==> src/hw/rtl/text_command_request_tokenizer_macros.svh <==
`ifndef TEXT_COMMAND_REQUEST_TOKENIZER_MACROS_SVH
`define TEXT_COMMAND_REQUEST_TOKENIZER_MACROS_SVH

// Same-cycle check: whenever pre holds, cond must hold too.
`define TCRT_ASSERT(label, pre, cond, msg) \
  label: assert property (@(posedge clk) disable iff (rst) (pre) |-> (cond)) \
    else $error(msg);

// Next-cycle check: whenever pre holds, cond must hold in the next cycle.
`define TCRT_ASSERT_NEXT(label, pre, cond, msg) \
  label: assert property (@(posedge clk) disable iff (rst) (pre) |=> (cond)) \
    else $error(msg);

`endif

==> src/hw/rtl/tcrt_pkg.sv <==
`default_nettype none

package tcrt_pkg;

  // Fixed register and field widths
  localparam int CMD_SLOTS = 4;
  localparam int NAME_W    = 64;
  localparam int COUNTS_W  = 12;
  localparam int CCOUNT_W  = 3;
  localparam int CFG_IDX_W = 3;
  localparam int SPAN_W    = 12;

  // Parameter defaults
  localparam int DEF_NUM_COMMANDS      = 4;
  localparam int DEF_NAME_BYTES        = 8;
  localparam int DEF_MAX_PARAMS        = 7;
  localparam int DEF_MAX_REQUEST_BYTES = 4096;

  // Queue depths
  localparam int IN_DEPTH  = 2;
  localparam int OUT_DEPTH = 4;

  // Register indexes
  localparam logic [CFG_IDX_W-1:0] REG_NAME_0       = 3'd0;
  localparam logic [CFG_IDX_W-1:0] REG_NAME_1       = 3'd1;
  localparam logic [CFG_IDX_W-1:0] REG_NAME_2       = 3'd2;
  localparam logic [CFG_IDX_W-1:0] REG_NAME_3       = 3'd3;
  localparam logic [CFG_IDX_W-1:0] REG_PARAM_COUNTS = 3'd4;
  localparam logic [CFG_IDX_W-1:0] REG_CMD_COUNT    = 3'd5;

  // Characters
  localparam logic [7:0] CH_NUL   = 8'h00;
  localparam logic [7:0] CH_TAB   = 8'h09;
  localparam logic [7:0] CH_LF    = 8'h0A;
  localparam logic [7:0] CH_CR    = 8'h0D;
  localparam logic [7:0] CH_SPACE = 8'h20;
  localparam logic [7:0] CH_QUOTE = 8'h22;

  // Status codes
  localparam logic [1:0] ST_OK          = 2'd0;
  localparam logic [1:0] ST_UNKNOWN     = 2'd1;
  localparam logic [1:0] ST_WRONG_COUNT = 2'd2;
  localparam logic [1:0] ST_TOO_LONG    = 2'd3;

  // Result kinds
  localparam logic KIND_SPAN   = 1'b0;
  localparam logic KIND_STATUS = 1'b1;

  // Parser phases
  typedef enum logic [5:0] {
    PH_LEAD   = 6'b000001,
    PH_WORD   = 6'b000010,
    PH_GAP    = 6'b000100,
    PH_BARE   = 6'b001000,
    PH_QUOTED = 6'b010000,
    PH_SINK   = 6'b100000
  } phase_t;

  // Classified request byte
  typedef struct packed {
    logic [7:0] code;
    logic       is_space;
    logic       is_quote;
    logic       is_end;
  } cls_t;

  // One result word
  typedef struct packed {
    logic              kind;
    logic [2:0]        param_index;
    logic [SPAN_W-1:0] param_start;
    logic [SPAN_W-1:0] param_length;
    logic [1:0]        status;
    logic [1:0]        command;
    logic              last;
  } res_t;

  // Queue fill status
  typedef struct packed {
    logic valid;  // at least one entry
    logic room1;  // space for one more
    logic room2;  // space for two more
  } fifo_stat_t;

  // Configuration registers
  typedef struct packed {
    logic [CMD_SLOTS-1:0][NAME_W-1:0] name;
    logic [COUNTS_W-1:0]              param_counts;
    logic [CCOUNT_W-1:0]              count;
  } cfg_t;

endpackage

`default_nettype wire

==> src/hw/rtl/text_command_request_tokenizer.sv <==
`default_nettype none

// A byte accepted into the input queue is parsed from there, and its result word is registered in the output queue.
// Throughput: one byte per cycle while the output queue has room, set by the single-step parser in the back end.
// A terminator that closes a bare parameter gives two words, drained one per cycle while out_ready is high.
// The parser waits while the output queue has room for fewer than two words.
// Reset (rst, synchronous): parser to whitespace skip, queues empty, command table zero.

module text_command_request_tokenizer #(
  parameter int NUM_COMMANDS      = tcrt_pkg::DEF_NUM_COMMANDS,
  parameter int NAME_BYTES        = tcrt_pkg::DEF_NAME_BYTES,
  parameter int MAX_PARAMS        = tcrt_pkg::DEF_MAX_PARAMS,
  parameter int MAX_REQUEST_BYTES = tcrt_pkg::DEF_MAX_REQUEST_BYTES
) (
  input  wire logic                           clk,
  input  wire logic                           rst,
  input  wire logic                           cfg_we,
  input  wire logic [tcrt_pkg::CFG_IDX_W-1:0] cfg_index,
  input  wire logic [tcrt_pkg::NAME_W-1:0]    cfg_data,
  input  wire logic                           in_valid,
  output logic                                in_ready,
  input  wire logic [7:0]                     char_code,
  output logic                                out_valid,
  input  wire logic                           out_ready,
  output logic                                kind,
  output logic [2:0]                          param_index,
  output logic [tcrt_pkg::SPAN_W-1:0]         param_start,
  output logic [tcrt_pkg::SPAN_W-1:0]         param_length,
  output logic [1:0]                          status,
  output logic [1:0]                          command,
  output logic                                last
);

  tcrt_pkg::cls_t       cur;
  tcrt_pkg::fifo_stat_t in_stat;
  tcrt_pkg::fifo_stat_t out_stat;
  logic                 pop;
  logic                 push_a;
  logic                 push_b;
  tcrt_pkg::res_t       word_a;
  tcrt_pkg::res_t       word_b;
  logic [$bits(tcrt_pkg::res_t)-1:0] out_raw;
  tcrt_pkg::res_t       out_word;
  logic                 out_pop;

  tcrt_front u_front (
    .clk       (clk),
    .rst       (rst),
    .in_valid  (in_valid),
    .in_ready  (in_ready),
    .char_code (char_code),
    .pop       (pop),
    .cls_out   (cur),
    .stat      (in_stat)
  );

  tcrt_back #(
    .NUM_COMMANDS      (NUM_COMMANDS),
    .NAME_BYTES        (NAME_BYTES),
    .MAX_PARAMS        (MAX_PARAMS),
    .MAX_REQUEST_BYTES (MAX_REQUEST_BYTES)
  ) u_back (
    .clk       (clk),
    .rst       (rst),
    .cfg_we    (cfg_we),
    .cfg_index (cfg_index),
    .cfg_data  (cfg_data),
    .cur       (cur),
    .in_stat   (in_stat),
    .out_stat  (out_stat),
    .pop       (pop),
    .push_a    (push_a),
    .word_a    (word_a),
    .push_b    (push_b),
    .word_b    (word_b)
  );

  // Result queue toward the output port
  tcrt_fifo #(
    .WIDTH ($bits(tcrt_pkg::res_t)),
    .DEPTH (tcrt_pkg::OUT_DEPTH)
  ) u_outq (
    .clk      (clk),
    .rst      (rst),
    .push_a   (push_a),
    .data_a   (word_a),
    .push_b   (push_b),
    .data_b   (word_b),
    .pop      (out_pop),
    .data_out (out_raw),
    .stat     (out_stat)
  );

  assign out_word     = tcrt_pkg::res_t'(out_raw);
  assign out_valid    = out_stat.valid;
  assign out_pop      = out_valid && out_ready;
  assign kind         = out_word.kind;
  assign param_index  = out_word.param_index;
  assign param_start  = out_word.param_start;
  assign param_length = out_word.param_length;
  assign status       = out_word.status;
  assign command      = out_word.command;
  assign last         = out_word.last;

endmodule

`default_nettype wire

==> src/hw/rtl/tcrt_fifo.sv <==
`default_nettype none

// Small show-ahead queue; takes up to two words a cycle, gives one.
module tcrt_fifo #(
  parameter int WIDTH = 8,
  parameter int DEPTH = 4
) (
  input  wire logic             clk,
  input  wire logic             rst,
  input  wire logic             push_a,
  input  wire logic [WIDTH-1:0] data_a,
  input  wire logic             push_b,
  input  wire logic [WIDTH-1:0] data_b,
  input  wire logic             pop,
  output logic      [WIDTH-1:0] data_out,
  output tcrt_pkg::fifo_stat_t  stat
);

  localparam int AW = (DEPTH > 1) ? $clog2(DEPTH) : 1;
  localparam int CW = $clog2(DEPTH + 1);

  logic [WIDTH-1:0] mem [DEPTH];
  logic [AW-1:0]    wr_ptr;
  logic [AW-1:0]    rd_ptr;
  logic [CW-1:0]    count;
  logic [CW-1:0]    count_next;
  logic [AW-1:0]    wr_ptr_next;
  logic [AW-1:0]    wr_ptr_b;

  assign wr_ptr_b = AW'(wr_ptr + 1'b1);

  // Storage; lane b lands right after lane a
  always_ff @(posedge clk) begin
    if (push_a) begin
      mem[wr_ptr] <= data_a;
    end
    if (push_b) begin
      mem[wr_ptr_b] <= data_b;
    end
  end

  always_comb begin
    count_next  = CW'(count + CW'(push_a) + CW'(push_b) - CW'(pop));
    wr_ptr_next = AW'(wr_ptr + AW'(push_a) + AW'(push_b));
  end

  // Pointers and fill count
  always_ff @(posedge clk) begin
    if (rst) begin
      wr_ptr <= '0;
      rd_ptr <= '0;
      count  <= '0;
    end else begin
      wr_ptr <= wr_ptr_next;
      if (pop) begin
        rd_ptr <= AW'(rd_ptr + 1'b1);
      end
      count <= count_next;
    end
  end

  assign data_out   = mem[rd_ptr];
  assign stat.valid = (count != '0);
  assign stat.room1 = (count < CW'(DEPTH));
  assign stat.room2 = (count <= CW'(DEPTH - 2));

endmodule

`default_nettype wire

==> src/hw/rtl/tcrt_front.sv <==
`default_nettype none

// Front end: accepts request bytes, tags their class, queues them.
module tcrt_front (
  input  wire logic             clk,
  input  wire logic             rst,
  input  wire logic             in_valid,
  output logic                  in_ready,
  input  wire logic [7:0]       char_code,
  input  wire logic             pop,
  output tcrt_pkg::cls_t        cls_out,
  output tcrt_pkg::fifo_stat_t  stat
);

  tcrt_pkg::cls_t cls_in;
  logic           push;
  logic [$bits(tcrt_pkg::cls_t)-1:0] q_out;

  // Byte classification
  always_comb begin
    cls_in.code     = char_code;
    cls_in.is_space = (char_code == tcrt_pkg::CH_SPACE) || (char_code == tcrt_pkg::CH_TAB) ||
                      (char_code == tcrt_pkg::CH_CR)    || (char_code == tcrt_pkg::CH_LF);
    cls_in.is_quote = (char_code == tcrt_pkg::CH_QUOTE);
    cls_in.is_end   = (char_code == tcrt_pkg::CH_NUL);
  end

  assign in_ready = stat.room1;
  assign push     = in_valid && in_ready;

  tcrt_fifo #(
    .WIDTH ($bits(tcrt_pkg::cls_t)),
    .DEPTH (tcrt_pkg::IN_DEPTH)
  ) u_queue (
    .clk      (clk),
    .rst      (rst),
    .push_a   (push),
    .data_a   (cls_in),
    .push_b   (1'b0),
    .data_b   ('0),
    .pop      (pop),
    .data_out (q_out),
    .stat     (stat)
  );

  assign cls_out = tcrt_pkg::cls_t'(q_out);

endmodule

`default_nettype wire

==> src/hw/rtl/tcrt_back.sv <==
`default_nettype none

`include "text_command_request_tokenizer_macros.svh"

// Back end: command table, parser state machine and result words.
module tcrt_back #(
  parameter int NUM_COMMANDS      = tcrt_pkg::DEF_NUM_COMMANDS,
  parameter int NAME_BYTES        = tcrt_pkg::DEF_NAME_BYTES,
  parameter int MAX_PARAMS        = tcrt_pkg::DEF_MAX_PARAMS,
  parameter int MAX_REQUEST_BYTES = tcrt_pkg::DEF_MAX_REQUEST_BYTES
) (
  input  wire logic                           clk,
  input  wire logic                           rst,
  input  wire logic                           cfg_we,
  input  wire logic [tcrt_pkg::CFG_IDX_W-1:0] cfg_index,
  input  wire logic [tcrt_pkg::NAME_W-1:0]    cfg_data,
  input  wire tcrt_pkg::cls_t                 cur,
  input  wire tcrt_pkg::fifo_stat_t           in_stat,
  input  wire tcrt_pkg::fifo_stat_t           out_stat,
  output logic                                pop,
  output logic                                push_a,
  output tcrt_pkg::res_t                      word_a,
  output logic                                push_b,
  output tcrt_pkg::res_t                      word_b
);

  localparam int OFF_W = $clog2(MAX_REQUEST_BYTES + 1);
  localparam int NP_W  = $clog2(NAME_BYTES + 1);

  tcrt_pkg::cfg_t cfg;

  tcrt_pkg::phase_t        phase, phase_next;
  logic [OFF_W-1:0]        byte_offset, byte_offset_next;
  logic [OFF_W-1:0]        token_start, token_start_next;
  logic [NP_W-1:0]         name_position, name_position_next;
  logic [NUM_COMMANDS-1:0] match_flags, match_flags_next;
  logic [1:0]              chosen_command, chosen_command_next;
  logic [2:0]              params_done, params_done_next;
  logic [1:0]              error_code, error_code_next;

  logic                    step;
  logic [7:0]              name_byte [NUM_COMMANDS];
  logic [NUM_COMMANDS-1:0] mismatch;
  logic [NUM_COMMANDS-1:0] hit;
  logic                    any_hit;
  logic [1:0]              pick;
  logic                    pos_full;
  logic [2:0]              active;
  logic [2:0]              req_tab [tcrt_pkg::CMD_SLOTS];
  logic [2:0]              req_cur;
  logic [OFF_W-1:0]        span_len;
  logic                    too_long;
  logic [1:0]              end_err;
  logic [1:0]              end_cmd;
  tcrt_pkg::res_t          span_w;
  tcrt_pkg::res_t          stat_w;

  // Configuration registers
  always_ff @(posedge clk) begin
    if (rst) begin
      cfg <= '0;
    end else if (cfg_we) begin
      unique case (cfg_index)
        tcrt_pkg::REG_NAME_0:       cfg.name[0] <= cfg_data;
        tcrt_pkg::REG_NAME_1:       cfg.name[1] <= cfg_data;
        tcrt_pkg::REG_NAME_2:       cfg.name[2] <= cfg_data;
        tcrt_pkg::REG_NAME_3:       cfg.name[3] <= cfg_data;
        tcrt_pkg::REG_PARAM_COUNTS: cfg.param_counts <= cfg_data[tcrt_pkg::COUNTS_W-1:0];
        tcrt_pkg::REG_CMD_COUNT:    cfg.count <= cfg_data[tcrt_pkg::CCOUNT_W-1:0];
        default: ;
      endcase
    end
  end

  // Table decode: clamped counts, active entries
  always_comb begin
    for (int k = 0; k < tcrt_pkg::CMD_SLOTS; k++) begin
      req_tab[k] = (cfg.param_counts[3*k +: 3] > 3'(MAX_PARAMS)) ? 3'(MAX_PARAMS)
                                                                 : cfg.param_counts[3*k +: 3];
    end
    active  = (cfg.count > 3'(NUM_COMMANDS)) ? 3'(NUM_COMMANDS) : cfg.count;
    req_cur = req_tab[chosen_command];
  end

  // Name compare at the current word position
  always_comb begin
    pos_full = (name_position >= NP_W'(NAME_BYTES));
    for (int k = 0; k < NUM_COMMANDS; k++) begin
      name_byte[k] = cfg.name[k][{3'(name_position), 3'b000} +: 8];
      mismatch[k]  = (name_byte[k] != cur.code);
      hit[k]       = (3'(k) < active) && match_flags[k] &&
                     (pos_full || (name_byte[k] == tcrt_pkg::CH_NUL));
    end
    any_hit = |hit;
    pick    = '0;
    for (int k = NUM_COMMANDS - 1; k >= 0; k--) begin
      if (hit[k]) begin
        pick = 2'(k);
      end
    end
  end

  assign step     = in_stat.valid && out_stat.room2;
  assign pop      = step;
  assign span_len = OFF_W'(byte_offset - token_start);
  assign too_long = (byte_offset >= OFF_W'(MAX_REQUEST_BYTES));

  // Span word for the parameter that closes now
  always_comb begin
    span_w              = '0;
    span_w.kind         = tcrt_pkg::KIND_SPAN;
    span_w.param_index  = params_done;
    span_w.param_start  = tcrt_pkg::SPAN_W'(token_start);
    span_w.param_length = tcrt_pkg::SPAN_W'(span_len);
    span_w.status       = tcrt_pkg::ST_OK;
    span_w.command      = chosen_command;
    span_w.last         = 1'b0;
  end

  // Terminator resolution
  always_comb begin
    end_err = error_code;
    end_cmd = chosen_command;
    unique case (phase)
      tcrt_pkg::PH_LEAD, tcrt_pkg::PH_WORD: begin
        if (!any_hit) begin
          end_err = tcrt_pkg::ST_UNKNOWN;
        end else begin
          end_cmd = pick;
          if (req_tab[pick] != 3'd0) begin
            end_err = tcrt_pkg::ST_WRONG_COUNT;
          end
        end
      end
      tcrt_pkg::PH_GAP: begin
        if (params_done < req_cur) begin
          end_err = tcrt_pkg::ST_WRONG_COUNT;
        end
      end
      tcrt_pkg::PH_BARE: begin
        // the closing span counts toward the total
        if ((4'(params_done) + 4'd1) < 4'(req_cur)) begin
          end_err = tcrt_pkg::ST_WRONG_COUNT;
        end
      end
      tcrt_pkg::PH_QUOTED: begin
        end_err = tcrt_pkg::ST_WRONG_COUNT;
      end
      tcrt_pkg::PH_SINK: ;
      default: ;
    endcase
    stat_w         = '0;
    stat_w.kind    = tcrt_pkg::KIND_STATUS;
    stat_w.status  = end_err;
    stat_w.command = (end_err == tcrt_pkg::ST_OK) ? end_cmd : 2'd0;
    stat_w.last    = 1'b1;
  end

  // Parser next state and result words
  always_comb begin
    phase_next          = phase;
    byte_offset_next    = byte_offset;
    token_start_next    = token_start;
    name_position_next  = name_position;
    match_flags_next    = match_flags;
    chosen_command_next = chosen_command;
    params_done_next    = params_done;
    error_code_next     = error_code;
    push_a              = 1'b0;
    push_b              = 1'b0;
    word_a              = stat_w;
    word_b              = stat_w;

    if (step && cur.is_end) begin
      // final word, optionally preceded by a closing bare span
      if (phase == tcrt_pkg::PH_BARE) begin
        push_a = 1'b1;
        word_a = span_w;
        push_b = 1'b1;
      end else begin
        push_a = 1'b1;
      end
      phase_next          = tcrt_pkg::PH_LEAD;
      byte_offset_next    = '0;
      token_start_next    = '0;
      name_position_next  = '0;
      match_flags_next    = '1;
      chosen_command_next = '0;
      params_done_next    = '0;
      error_code_next     = tcrt_pkg::ST_OK;
    end else if (step) begin
      if (phase != tcrt_pkg::PH_SINK && too_long) begin
        error_code_next = tcrt_pkg::ST_TOO_LONG;
        phase_next      = tcrt_pkg::PH_SINK;
      end else begin
        unique case (phase)
          tcrt_pkg::PH_LEAD, tcrt_pkg::PH_WORD: begin
            if (!cur.is_space) begin
              phase_next = tcrt_pkg::PH_WORD;
              if (pos_full) begin
                match_flags_next = '0;
              end else begin
                match_flags_next   = match_flags & ~mismatch;
                name_position_next = NP_W'(name_position + 1'b1);
              end
            end else if (phase == tcrt_pkg::PH_WORD) begin
              if (any_hit) begin
                chosen_command_next = pick;
                phase_next          = tcrt_pkg::PH_GAP;
              end else begin
                error_code_next = tcrt_pkg::ST_UNKNOWN;
                phase_next      = tcrt_pkg::PH_SINK;
              end
            end
          end
          tcrt_pkg::PH_GAP: begin
            if (!cur.is_space) begin
              if (params_done >= req_cur) begin
                error_code_next = tcrt_pkg::ST_WRONG_COUNT;
                phase_next      = tcrt_pkg::PH_SINK;
              end else if (cur.is_quote) begin
                phase_next       = tcrt_pkg::PH_QUOTED;
                token_start_next = OFF_W'(byte_offset + 1'b1);
              end else begin
                phase_next       = tcrt_pkg::PH_BARE;
                token_start_next = byte_offset;
              end
            end
          end
          tcrt_pkg::PH_BARE: begin
            if (cur.is_space) begin
              push_a           = 1'b1;
              word_a           = span_w;
              params_done_next = 3'(params_done + 1'b1);
              phase_next       = tcrt_pkg::PH_GAP;
            end
          end
          tcrt_pkg::PH_QUOTED: begin
            if (cur.is_quote) begin
              if (byte_offset == token_start) begin
                // empty quoted parameter
                error_code_next = tcrt_pkg::ST_WRONG_COUNT;
                phase_next      = tcrt_pkg::PH_SINK;
              end else begin
                push_a           = 1'b1;
                word_a           = span_w;
                params_done_next = 3'(params_done + 1'b1);
                phase_next       = tcrt_pkg::PH_GAP;
              end
            end
          end
          tcrt_pkg::PH_SINK: ;
          default: ;
        endcase
      end
      // offset saturates at the request limit
      if (!too_long) begin
        byte_offset_next = OFF_W'(byte_offset + 1'b1);
      end
    end
  end

  // Parser state
  always_ff @(posedge clk) begin
    if (rst) begin
      phase          <= tcrt_pkg::PH_LEAD;
      byte_offset    <= '0;
      token_start    <= '0;
      name_position  <= '0;
      match_flags    <= '1;
      chosen_command <= '0;
      params_done    <= '0;
      error_code     <= tcrt_pkg::ST_OK;
    end else begin
      phase          <= phase_next;
      byte_offset    <= byte_offset_next;
      token_start    <= token_start_next;
      name_position  <= name_position_next;
      match_flags    <= match_flags_next;
      chosen_command <= chosen_command_next;
      params_done    <= params_done_next;
      error_code     <= error_code_next;
    end
  end

  // Checks
  `TCRT_ASSERT(a_err_only_in_sink, error_code != tcrt_pkg::ST_OK, phase == tcrt_pkg::PH_SINK, "error code held outside sink phase")
  `TCRT_ASSERT(a_pair_from_bare_end, push_b, push_a && cur.is_end && phase == tcrt_pkg::PH_BARE, "word pair outside a bare terminator")
  `TCRT_ASSERT(a_offset_bound, 1'b1, byte_offset <= OFF_W'(MAX_REQUEST_BYTES), "byte offset beyond limit")
  `TCRT_ASSERT_NEXT(a_end_clears, step && cur.is_end, phase == tcrt_pkg::PH_LEAD && byte_offset == '0, "request state not cleared after terminator")

endmodule

`default_nettype wire

==> config.mk <==
export PLATFORM = sky130hd
export DESIGN_NAME = text_command_request_tokenizer
export DESIGN_NICKNAME = d
export VERILOG_FILES = /design/src/hw/rtl/tcrt_pkg.sv /design/src/hw/rtl/text_command_request_tokenizer.sv /design/src/hw/rtl/tcrt_fifo.sv /design/src/hw/rtl/tcrt_front.sv /design/src/hw/rtl/tcrt_back.sv
export VERILOG_INCLUDE_DIRS = /design/src /design/src/hw/rtl
export SDC_FILE = /design/constraint.sdc
export NUM_CORES = 1
export LEC_CHECK = 0
export BUFFER_PORTS_ARGS = -buffer_cell sky130_fd_sc_hd__buf_2
export CAP_MARGIN = 10
export CORE_ASPECT_RATIO = 1.25
export CORE_MARGIN = 1
export CORE_UTILIZATION = 56
export DETAILED_ROUTE_END_ITERATION = 7
export PLACE_DENSITY_LB_ADDON = 0.15
export SYNTH_ARGS = -nofsm -noshare
export SYNTH_HDL_FRONTEND = slang
export SYNTH_SLANG_ARGS = --single-unit
export TNS_END_PERCENT = 20
==> constraint.sdc <==
create_clock -name clk -period 4 [get_ports clk]
set_clock_uncertainty 0.15 [all_clocks]
set_input_delay 1 -clock clk [delete_from_list [all_inputs] [get_ports clk]]
set_output_delay 1 -clock clk [all_outputs]
set_load 0.01 [all_outputs]
==> results of run 1 <==
## layout by cell type (no fill, tap or decap), drive strengths merged, types with 5 or more instances in the layout
| cell type | count |
|---|---|
| clkbuf | 70 |
| o31ai | 9 |
| o211ai | 5 |
| ha | 27 |
| nor2 | 137 |
| bufinv | 5 |
| nand2b | 5 |
| o21ai | 143 |
| nor3b | 11 |
| xor2 | 30 |
| a211oi | 25 |
| a21oi | 310 |
| nor2b | 17 |
| clkinv | 10 |
| inv | 41 |
| mux4 | 100 |
| and3 | 12 |
| xnor2 | 46 |
| or3 | 14 |
| a32o | 8 |
| nor3 | 69 |
| mux2i | 52 |
| o32ai | 6 |
| nand3 | 114 |
| nor4 | 10 |
| nand2 | 646 |
| nand4 | 7 |
| o311ai | 5 |
| o21a | 6 |
| edfxtp | 38 |
| dfxtp | 444 |
| buf | 174 |
| o22ai | 13 |
## report_power, final
group	switching (W)	total [W]	internal, W	leakage (nW)
clock network	0.00192	0.00470	0.00278	0.800
logic	0.00149	0.00242	0.000933	4.23
registers	0.000177	0.00526	0.00508	3.93
## worst max-delay path, stage by stage, from the launching register on
cell and delay [ns]:
dfxtp_4 0.39, buf_12 0.21, buf_4 0.23, nor3b_1 0.46, o31ai_1 0.16, a21oi_1 0.14
nand4_1 0.16, o21ai_0 0.49, nand2_1 0.11, o31a_1 0.14, o311a_1 0.39, a2111oi_0 0.45
o21ai_1 0.13, o21ai_1 0.10
## layout make-up
| class | instances | share of cell area |
|---|---|---|
| Inverter | 40 | 0.00593 |
| Timing Repair Buffer | 175 | 0.0459 |
| Clock inverter | 17 | 0.00870 |
| Clock buffer | 69 | 0.0558 |
| Sequential cell | 482 | 0.396 |
| Multi-Input combinational cell | 1898 | 0.463 |
| Tap cell | 498 | 0.0246 |
## flip-flops by register name (all words and copies together), names as in the netlist, named ones only
| name | count |
|---|---|
| u_back.byte_offset | 13 |
| u_back.cfg | 271 |
| u_back.chosen_command | 2 |
| u_back.error_code | 2 |
| u_back.match_flags | 4 |
| u_back.name_position | 4 |
| u_back.params_done | 3 |
| u_back.phase | 6 |
| u_back.token_start | 13 |
| u_front.u_queue.count | 2 |
| u_front.u_queue.mem | 22 |
| u_front.u_queue.rd_ptr | 1 |
| u_front.u_queue.wr_ptr | 1 |
| u_outq.count | 3 |
| u_outq.mem | 128 |
| u_outq.rd_ptr | 2 |
| u_outq.wr_ptr | 2 |
## through the flow
stage / util / hold slack, ns / cell area, sq um / setup slack (ns) / instances
floorplan: - / 0.268 / 22600 / 0.302 / 2607
global placement: 0.599 / 0.280 / 23700 / 0.170 / 3093
detailed placement: 0.599 / 0.285 / 23700 / 0.138 / 3093
CTS: 0.640 / 0.294 / 25300 / 0.0963 / 3179
global route: 0.641 / 0.329 / 25300 / 0.000985 / 3179
finish: 0.641 / 0.292 / 25300 / 0.105 / 3179
## kinds of logic after synthesis
family	after synthesis
muxes	154
AOI/OAI and AO/OA	577
and+or+nand+nor	1060
buffers and inverters	227
DFF	482
xor gates and xnor gates	76
adders and majority gates	31
## final timing paths
| path | from | end | slack, ns | cells after the start |
|---|---|---|---|---|
| min reg2reg | u_outq.mem[3][0] | u_outq.mem[3][0] | 0.29 | 2 |
| max | u_back.name_position[2] | u_outq.mem[3][1] | 0.11 | 13 |
| min | u_outq.mem[3][0] | u_outq.mem[3][0] | 0.29 | 2 |
| max reg2reg | u_back.name_position[2] | u_outq.mem[3][1] | 0.11 | 13 |
## layer usage
| layer | share of wire | vias to the layer above | global-route usage | wire [um] |
|---|---|---|---|---|
| met5 | 0 | - | 0 | 0 |
| met4 | 0.069 | 0 | 0.227 | 4810 |
| met3 | 0.053 | 205 | 0.0414 | 3710 |
| met2 | 0.50 | 656 | 0.580 | 34600 |
| met1 | 0.38 | 9396 | 0.393 | 26500 |
| li1 | - | 9209 | - | - |
==> results.sh, run 1 <==
export IMPL_crit_required_ns=4.27
export IMPL_end_kind="flip-flop"
export IMPL_clockBufferDepth=3
export IMPL_yosysTopAreaCellShare=0.393
export IMPL_synth_top_family_by_area="simple AND/OR/NAND/NOR gates"
export IMPL_hold_class="flip-flop to flip-flop"
export IMPL_layout_area_seq_sq_mm=0.0100
export IMPL_post_cts_resized=0
export IMPL_syn_avg_cell_area_sq_um=8.68
export IMPL_syn_inst=2607
export IMPL_detail_route_wl_per_cell_um=21.9
export IMPL_ys_ff_latch=482
export IMPL_drc=0
export IMPL_antenna_diode_count=0
export IMPL_async_flop_share=0
export IMPL_ant_nets=0
export IMPL_cts_sinks=482
export IMPL_vias=19500
export IMPL_drive_gt1_frac=0.141
export IMPL_die_area_sq_mm=0.0412
export IMPL_die_w_um=182
export IMPL_post_route_min_period_ns=3.89
export IMPL_synthesis_area_sq_mm=0.0226
export IMPL_synth_adder_area_share=0.0185
export IMPL_critPathMaxFanout=32
export IMPL_layout_nets=2756
export IMPL_power_density_mw_per_mm2=489
export IMPL_gp_congestion=0.959
export IMPL_clk_pin_slew_worst_paths_ns=0.06
export IMPL_drt_first_pass_iters=5
export IMPL_yosysSeqAreaShare=0.443
export IMPL_dr_first_iter_drc_count=1553
export IMPL_core_sq_mm=0.0395
export IMPL_maxCapViolCount=0
export IMPL_fin_tns_setup_ns=0
export IMPL_drv_slew=0
export IMPL_period_share=0.974
export IMPL_fillers=3419
export IMPL_synthTopCellsByArea="dfxtp_1 39%, nand2_1 11%, mux4_2 10%, a21oi_1 6.9%, edfxtp_1 5.0%"
export IMPL_max_freq_ghz=0.257
export IMPL_cts_buffers=48
export IMPL_multi_input_area_sq_mm=0.0117
export IMPL_cp_arrival_ns=4.16
export IMPL_synth_compound_area_share=0.146
export IMPL_grt_antenna_before_repair=1
export IMPL_status="completed"
export IMPL_synth_edf_count=38
export IMPL_cts_tree="done"
export IMPL_grt_pass1_vias=18600
export IMPL_syn_nets=2718
export IMPL_post_cts_setup_buffer_count=0
export IMPL_synth_cell_types=82
export IMPL_start_util=0.572
export IMPL_grt_pass1_wl_um=106000
export IMPL_grt_overflow_total=0
export IMPL_grt_max_degree=163
export IMPL_synth_simple_area_share=0.199
export IMPL_worst_skew_pair_late_latency_ns=0.57
export IMPL_synth_flop_cell="dfxtp_1"
export IMPL_port_buffers=114
export IMPL_die_h_um=227
export IMPL_routed_wl_um=69600
export IMPL_syn_to_final_growth_pct=11.9
export IMPL_rsz0062_at_grt="no"
export IMPL_top_level_ports=115
export IMPL_path_class="flip-flop to flip-flop"
export IMPL_cts_hold_buffers=0
export IMPL_startpoint_type="flip-flop"
export IMPL_leakage_nw=8.96
export IMPL_ys_warn_count=0
export IMPL_hpwl_um=49300
export IMPL_yosysMostFrequentCell="nand2_1"
export IMPL_h_tree_depth=2
export IMPL_vdd_ir_drop_max_uv=425
export IMPL_synthXorXnorAreaFrac=0.0294
export IMPL_maxSlewHeadroom=0.316
export IMPL_vias_per_cell=6.12
export IMPL_muxShareOfSynthArea=0.124
export IMPL_synthTopCellsByCount="646 x nand2_1, 444 x dfxtp_1, 310 x a21oi_1"
export IMPL_row_count=81
export IMPL_worst_slew_pin_slew_ns=0.997
export IMPL_track_usage=0.336
export IMPL_finalHoldViolations=0
export IMPL_synth_largest_area_cell="dfxtp_1"
export IMPL_design_power_total_w=0.0124
export IMPL_setup_viol=0
export IMPL_cts_root_buffer_cell="clkbuf_16"
Note: power is estimated with default switching activity, not from simulation.
==> inputs of run 2 (changes only) <==
--- a/config.mk
+++ b/config.mk
@@ -8,9 +8,10 @@
 export LEC_CHECK = 0
 export BUFFER_PORTS_ARGS = -buffer_cell sky130_fd_sc_hd__buf_2
 export CAP_MARGIN = 10
-export CORE_ASPECT_RATIO = 1.25
+export CORE_ASPECT_RATIO = 1.4
 export CORE_MARGIN = 1
 export CORE_UTILIZATION = 56
+export CTS_CLUSTER_DIAMETER = 200
 export DETAILED_ROUTE_END_ITERATION = 7
 export PLACE_DENSITY_LB_ADDON = 0.15
 export SYNTH_ARGS = -nofsm -noshare
==> run 2 against run 1 <==
Effect of this change:
- critical path depth decreased by 1
- register-to-register slack better by 0.06 ns
- via count increased by 2.0%
- critical path type unchanged
- critical endpoint is now u_outq.mem[1][1]
- largest power group unchanged
==> results.sh, run 2 (synthesis results as in run 1) <==
export IMPL_crit_required_ns=4.23
export IMPL_rsz0062_at_grt="no"
export IMPL_maxSlewHeadroom=0.328
export IMPL_max_stage_delay_ns=0.59
export IMPL_drc=0
export IMPL_clockBufferDepth=3
export IMPL_worst_skew_pair_late_latency_ns=0.58
export IMPL_max_freq_ghz=0.261
export IMPL_r2r_start="u_back.name_position[2]"
export IMPL_cts_hold_buffers=0
export IMPL_setup_viol=0
export IMPL_drv_slew=0
export IMPL_cpMaxStageDelayCell="dfxtp_4"
export IMPL_power_density_mw_per_mm2=491
export IMPL_finalHoldViolations=0
export IMPL_top_level_ports=115
export IMPL_cp_arrival_ns=4.06
export IMPL_drt_first_pass_iters=8
export IMPL_clockPowerShare=0.383
export IMPL_clk_pin_slew_worst_paths_ns=0.07
export IMPL_mostFrequentLayoutCells="644 x nand2_1, 440 x dfxtp_1, 310 x a21oi_1"
export IMPL_gp_congestion=0.949
export IMPL_grt_pass1_vias=18800
export IMPL_placed_cells=3127
export IMPL_die_area_sq_mm=0.0412
export IMPL_die_h_um=240
export IMPL_p_seq_frac=0.420
export IMPL_status="completed"
export IMPL_ant_nets=0
export IMPL_setup_ws_ns=0.162
export IMPL_hp_start="u_outq.mem[1][0]"
export IMPL_vias=19900
export IMPL_hold_class="flip-flop to flip-flop"
export IMPL_die_w_um=172
export IMPL_worst_slew_pin_slew_ns=0.980
export IMPL_leakage_nw=9.00
export IMPL_drive_gt1_frac=0.148
export IMPL_dp_slack_ns=0.106
export IMPL_p_switching_w=0.00366
export IMPL_top_register="u_back.cfg"
export IMPL_grt_antenna_before_repair=10
export IMPL_end_kind="flip-flop"
export IMPL_cts_sinks=482
export IMPL_cts_root_buffer_cell="clkbuf_16"
export IMPL_critPathMaxFanout=24
export IMPL_hpwl_um=50700
export IMPL_row_count=86
export IMPL_startpoint_type="flip-flop"
export IMPL_swShare=0.292
export IMPL_layout_commonest_cell="nand2_1"
export IMPL_fin_area_sq_mm=0.0255
export IMPL_combPwrFrac=0.196
export IMPL_track_usage=0.344
export IMPL_path_class="flip-flop to flip-flop"
export IMPL_port_buffers=114
export IMPL_routed_wl_um=70600
export IMPL_reg_top3="u_back.cfg (271), u_outq.mem (128), u_front.u_queue.mem (22)"
export IMPL_fin_cells=3222
export IMPL_critical_path_startpoint="u_back.name_position[2]"
export IMPL_holdWs_ns=0.300
export IMPL_p_int_w=0.00886
export IMPL_post_route_min_period_ns=3.84
export IMPL_grt_max_degree=183
export IMPL_maxCapViolCount=0
export IMPL_grt_overflow_total=0
export IMPL_start_util=0.571
export IMPL_largest_reg_flops=271
export IMPL_layout_nets=2758
export IMPL_cp_cell_sequence="buf_4 -> nor3_1 -> a21oi_1 -> o211ai_1 -> a211oi_1 -> o41a_1 -> nor3b_1 -> and3b_1 -> o311a_1 -> nor2_4 -> nand2_1 -> o32ai_1"
export IMPL_vias_per_cell=6.16
export IMPL_vdd_ir_drop_max_uv=451
export IMPL_period_share=0.959
export IMPL_detail_route_wl_per_cell_um=21.9
export IMPL_syn_to_final_growth_pct=12.7
export IMPL_fin_tns_setup_ns=0
export IMPL_place_area_sq_mm=0.0237
export IMPL_cts_buffers=46
export IMPL_core_sq_mm=0.0396
export IMPL_cts_tree="done"
export IMPL_dr_first_iter_drc_count=1747
export IMPL_grt_pass1_wl_um=108000
export IMPL_h_tree_depth=2
-- run 2: repair_timing --
action	CTS	global route
buffers inserted	0	0
setup endpoints to repair	0	12
gates resized for setup	0	11
-- run 2: path summary, 6_finish.rpt --
| check | endpoint | slack, ns | cells past startpoint |
|---|---|---|---|
| setup / recovery | u_outq.mem[1][1] | 0.16 | 12 |
| hold / removal | u_outq.mem[1][0] | 0.30 | 2 |
| setup reg to reg | u_outq.mem[1][1] | 0.16 | 12 |
| hold reg to reg | u_outq.mem[1][0] | 0.30 | 2 |
-- run 2: area by class of cell --
| type | count | area, sq um |
|---|---|---|
| repair buffers | 179 | 1190 |
| clock buffers | 61 | 1340 |
| multi-input cells | 1898 | 11800 |
| well taps | 528 | 661 |
| inverters | 40 | 150 |
| flip-flops and latches | 482 | 10000 |
| diodes | 9 | 22.5 |
| fillers | 3450 | 14100 |
| clock inverters | 25 | 334 |
-- run 2: critical path: cells and delay by family (launching register included) --
kind | cells | cell delay [ns]
AO/OA/AOI/OAI | 6 | 1.94
AND/OR/NAND/NOR | 5 | 0.62
flip-flops | 1 | 0.59
buffers and inverters | 1 | 0.32
-- run 2: per-stage QoR --
stage | power, W | util
detailed placement | 0.00778 | 0.600
CTS | 0.0125 | 0.642
global placement | 0.00774 | 0.600
floorplan | 0.00697 | -
global route | 0.0130 | 0.644
finish | 0.0125 | 0.644
-- run 2: metal layers --
layer / GRT usage / routed length (um) / vias up
met3: 0.0453 / 4170 / 268
met5: 0 / 13 / -
met1: 0.387 / 25500 / 9497
met2: 0.596 / 35800 / 856
met4: 0.239 / 5150 / 2
li1: - / - / 9229
-- run 2: power groups by stage --
stage	registers [W]	clock network, W	logic, W
floorplan	0.00528	0	0.00170
global placement	0.00535	0	0.00240
detailed placement	0.00536	0	0.00242
CTS	0.00525	0.00484	0.00243
global route	0.00528	0.00505	0.00265
finish	0.00526	0.00480	0.00246
==> inputs of run 3 (changes only) <==
--- a/config.mk
+++ b/config.mk
@@ -10,7 +10,7 @@
 export CAP_MARGIN = 10
 export CORE_ASPECT_RATIO = 1.4
 export CORE_MARGIN = 1
-export CORE_UTILIZATION = 56
+export CORE_UTILIZATION = 45
 export CTS_CLUSTER_DIAMETER = 200
 export DETAILED_ROUTE_END_ITERATION = 7
 export PLACE_DENSITY_LB_ADDON = 0.15
==> run 3 against run 2 <==
Effect of this change:
- clock power decreased by 0.8%
- final area up 0.86%
- die area is 24% higher
- sequential power about the same
- combinational power up 2%
- utilization down 12 points
- fmax grew 1.3%
- critical path depth rose by 1
- power rose by 0.13%
- wire length increased by 6.2%
==> results.sh, run 3 (synthesis results as in run 1) <==
export IMPL_status="completed"
export IMPL_die_area_sq_mm=0.0512
export IMPL_detail_route_wl_per_cell_um=22.4
export IMPL_die_h_um=267
export IMPL_grt_overflow_total=0
export IMPL_cts_root_buffer_cell="clkbuf_16"
export IMPL_syn_to_final_growth_pct=13.7
export IMPL_start_util=0.458
export IMPL_cp_arrival_ns=4.04
export IMPL_grt_antenna_before_repair=14
export IMPL_vias=19500
export IMPL_hold_class="flip-flop to flip-flop"
export IMPL_gp_congestion=0.936
export IMPL_ant_nets=0
export IMPL_reg_top3="u_back.cfg (271), u_outq.mem (128), u_front.u_queue.mem (22)"
export IMPL_worst_slew_pin_slew_ns=1.04
export IMPL_startpoint_type="flip-flop"
export IMPL_vdd_ir_drop_max_uv=427
export IMPL_end_kind="flip-flop"
export IMPL_fillers=4649
export IMPL_period_share=0.947
export IMPL_cts_tree="done"
export IMPL_mostFrequentLayoutCells="643 x nand2_1, 441 x dfxtp_1, 310 x a21oi_1"
export IMPL_layout_commonest_cell="nand2_1"
export IMPL_ff2ff_setup_slack_ns=0.21
export IMPL_finalCoreUtilization=0.521
export IMPL_placed_cells=3246
export IMPL_grt_pass1_wl_um=113000
export IMPL_h_tree_depth=2
export IMPL_layout_nets=2771
export IMPL_p_switching_w=0.00372
export IMPL_dr_first_iter_drc_count=1302
export IMPL_combPwrFrac=0.201
export IMPL_max_freq_ghz=0.264
export IMPL_fin_cells=3341
export IMPL_p_int_w=0.00882
export IMPL_grt_max_degree=146
export IMPL_track_usage=0.293
export IMPL_drv_slew=0
export IMPL_cts_hold_buffers=0
export IMPL_maxCapViolCount=0
export IMPL_top_register="u_back.cfg"
export IMPL_grt_pass1_vias=18800
export IMPL_clockPowerShare=0.380
export IMPL_setup_viol=0
export IMPL_routed_wl_um=74900
export IMPL_core_sq_mm=0.0494
export IMPL_clk_pin_slew_worst_paths_ns=0.06
export IMPL_vias_per_cell=5.84
export IMPL_drc=0
export IMPL_leakage_nw=9.05
export IMPL_post_route_min_period_ns=3.79
export IMPL_critPathMaxFanout=42
export IMPL_drive_gt1_frac=0.149
export IMPL_design_power_total_w=0.0125
export IMPL_hpwl_um=54300
export IMPL_swShare=0.297
export IMPL_top_level_ports=115
export IMPL_worst_skew_pair_late_latency_ns=0.60
export IMPL_clockBufferDepth=3
export IMPL_fin_tns_setup_ns=0
export IMPL_drt_first_pass_iters=5
export IMPL_finalHoldViolations=0
export IMPL_path_class="flip-flop to flip-flop"
export IMPL_rsz0062_at_grt="no"
export IMPL_cts_buffers=49
export IMPL_die_w_um=192
export IMPL_port_buffers=114
export IMPL_power_density_mw_per_mm2=487
export IMPL_row_count=96
export IMPL_crit_required_ns=4.25
export IMPL_maxSlewHeadroom=0.289
export IMPL_cts_sinks=482
export IMPL_largest_reg_flops=271
export IMPL_p_seq_frac=0.419
## run 3: cell types whose count changed in the layout (fill, tap and decap cells not counted), moves of 4 or more
cell / delta
buf_12: +4
clkbuf_1: +6
clkinvlp_4: -4
nor3_2: +4
buf_4: +6
nor3_1: -4
## run 3: timing repair
action | in CTS | in global routing
buffers inserted | 0 | 0
setup endpoints to repair | 0 | 8
hold endpoints to repair | 0 | 0
gates resized for setup | 0 | 10
## run 3: cell type report
cell class,instances,area (sq um),area share
clock buffer,67,1390,0.0539
inverter,40,150,0.00584
tap,637,797,0.0310
sequential,482,10000,0.390
antenna,8,20.0,0.000779
multi-input combinational,1898,11800,0.457
timing repair buffer,189,1320,0.0512
clock inverter,20,253,0.00983
## run 3: worst max-delay path, stage by stage (launching register included)
cell and delay, ns:
dfxtp_4 0.44, buf_12 0.22, o311ai_1 0.42, o21ai_0 0.14
o21ai_0 0.33, o2111ai_1 0.24, o21ai_1 0.21, buf_4 0.17
nor3_1 0.05, o31a_1 0.27, o311a_1 0.38, nor2_4 0.14
nand2_1 0.10, o32ai_1 0.32
## run 3: path summary, 6_finish.rpt
kind | cells past startpoint | from | to
worst max-delay path | 13 | u_back.name_position[2] | u_outq.mem[2][1]
worst min register to register | 2 | u_outq.mem[2][0] | u_outq.mem[2][0]
worst max register to register | 13 | u_back.name_position[2] | u_outq.mem[2][1]
worst min-delay path | 2 | u_outq.mem[2][0] | u_outq.mem[2][0]
## run 3: per-stage QoR
stage                     setup slack, ns  cell area, sq um  hold WS, ns
after floorplan                     0.302             22600        0.268
after global placement              0.115             24000        0.281
after detailed placement           0.0947             24000        0.285
after CTS                          0.0614             25700        0.295
after global routing              0.00252             25700        0.322
final                               0.210             25700        0.295
## run 3: per-layer routing
layer | vias to the layer above | share of wire | global-route usage | routed length, um
li1 | 9232 | - | - | -
met1 | 9409 | 0.37 | 0.324 | 27800
met3 | 204 | 0.044 | 0.0351 | 3310
met2 | 656 | 0.51 | 0.519 | 38100
met4 | 2 | 0.076 | 0.205 | 5690
met5 | - | 0.00017 | 0 | 13
## run 3: power by group through the flow
stage          sequential [W]  combinational [W]  clock (W)
4_1_cts               0.00525            0.00253    0.00483
3_3_place_gp          0.00535            0.00250          0
5_1_grt               0.00527            0.00274    0.00502
3_5_place_dp          0.00535            0.00252          0
2_1_floorplan         0.00528            0.00170          0
6_report              0.00525            0.00252    0.00476
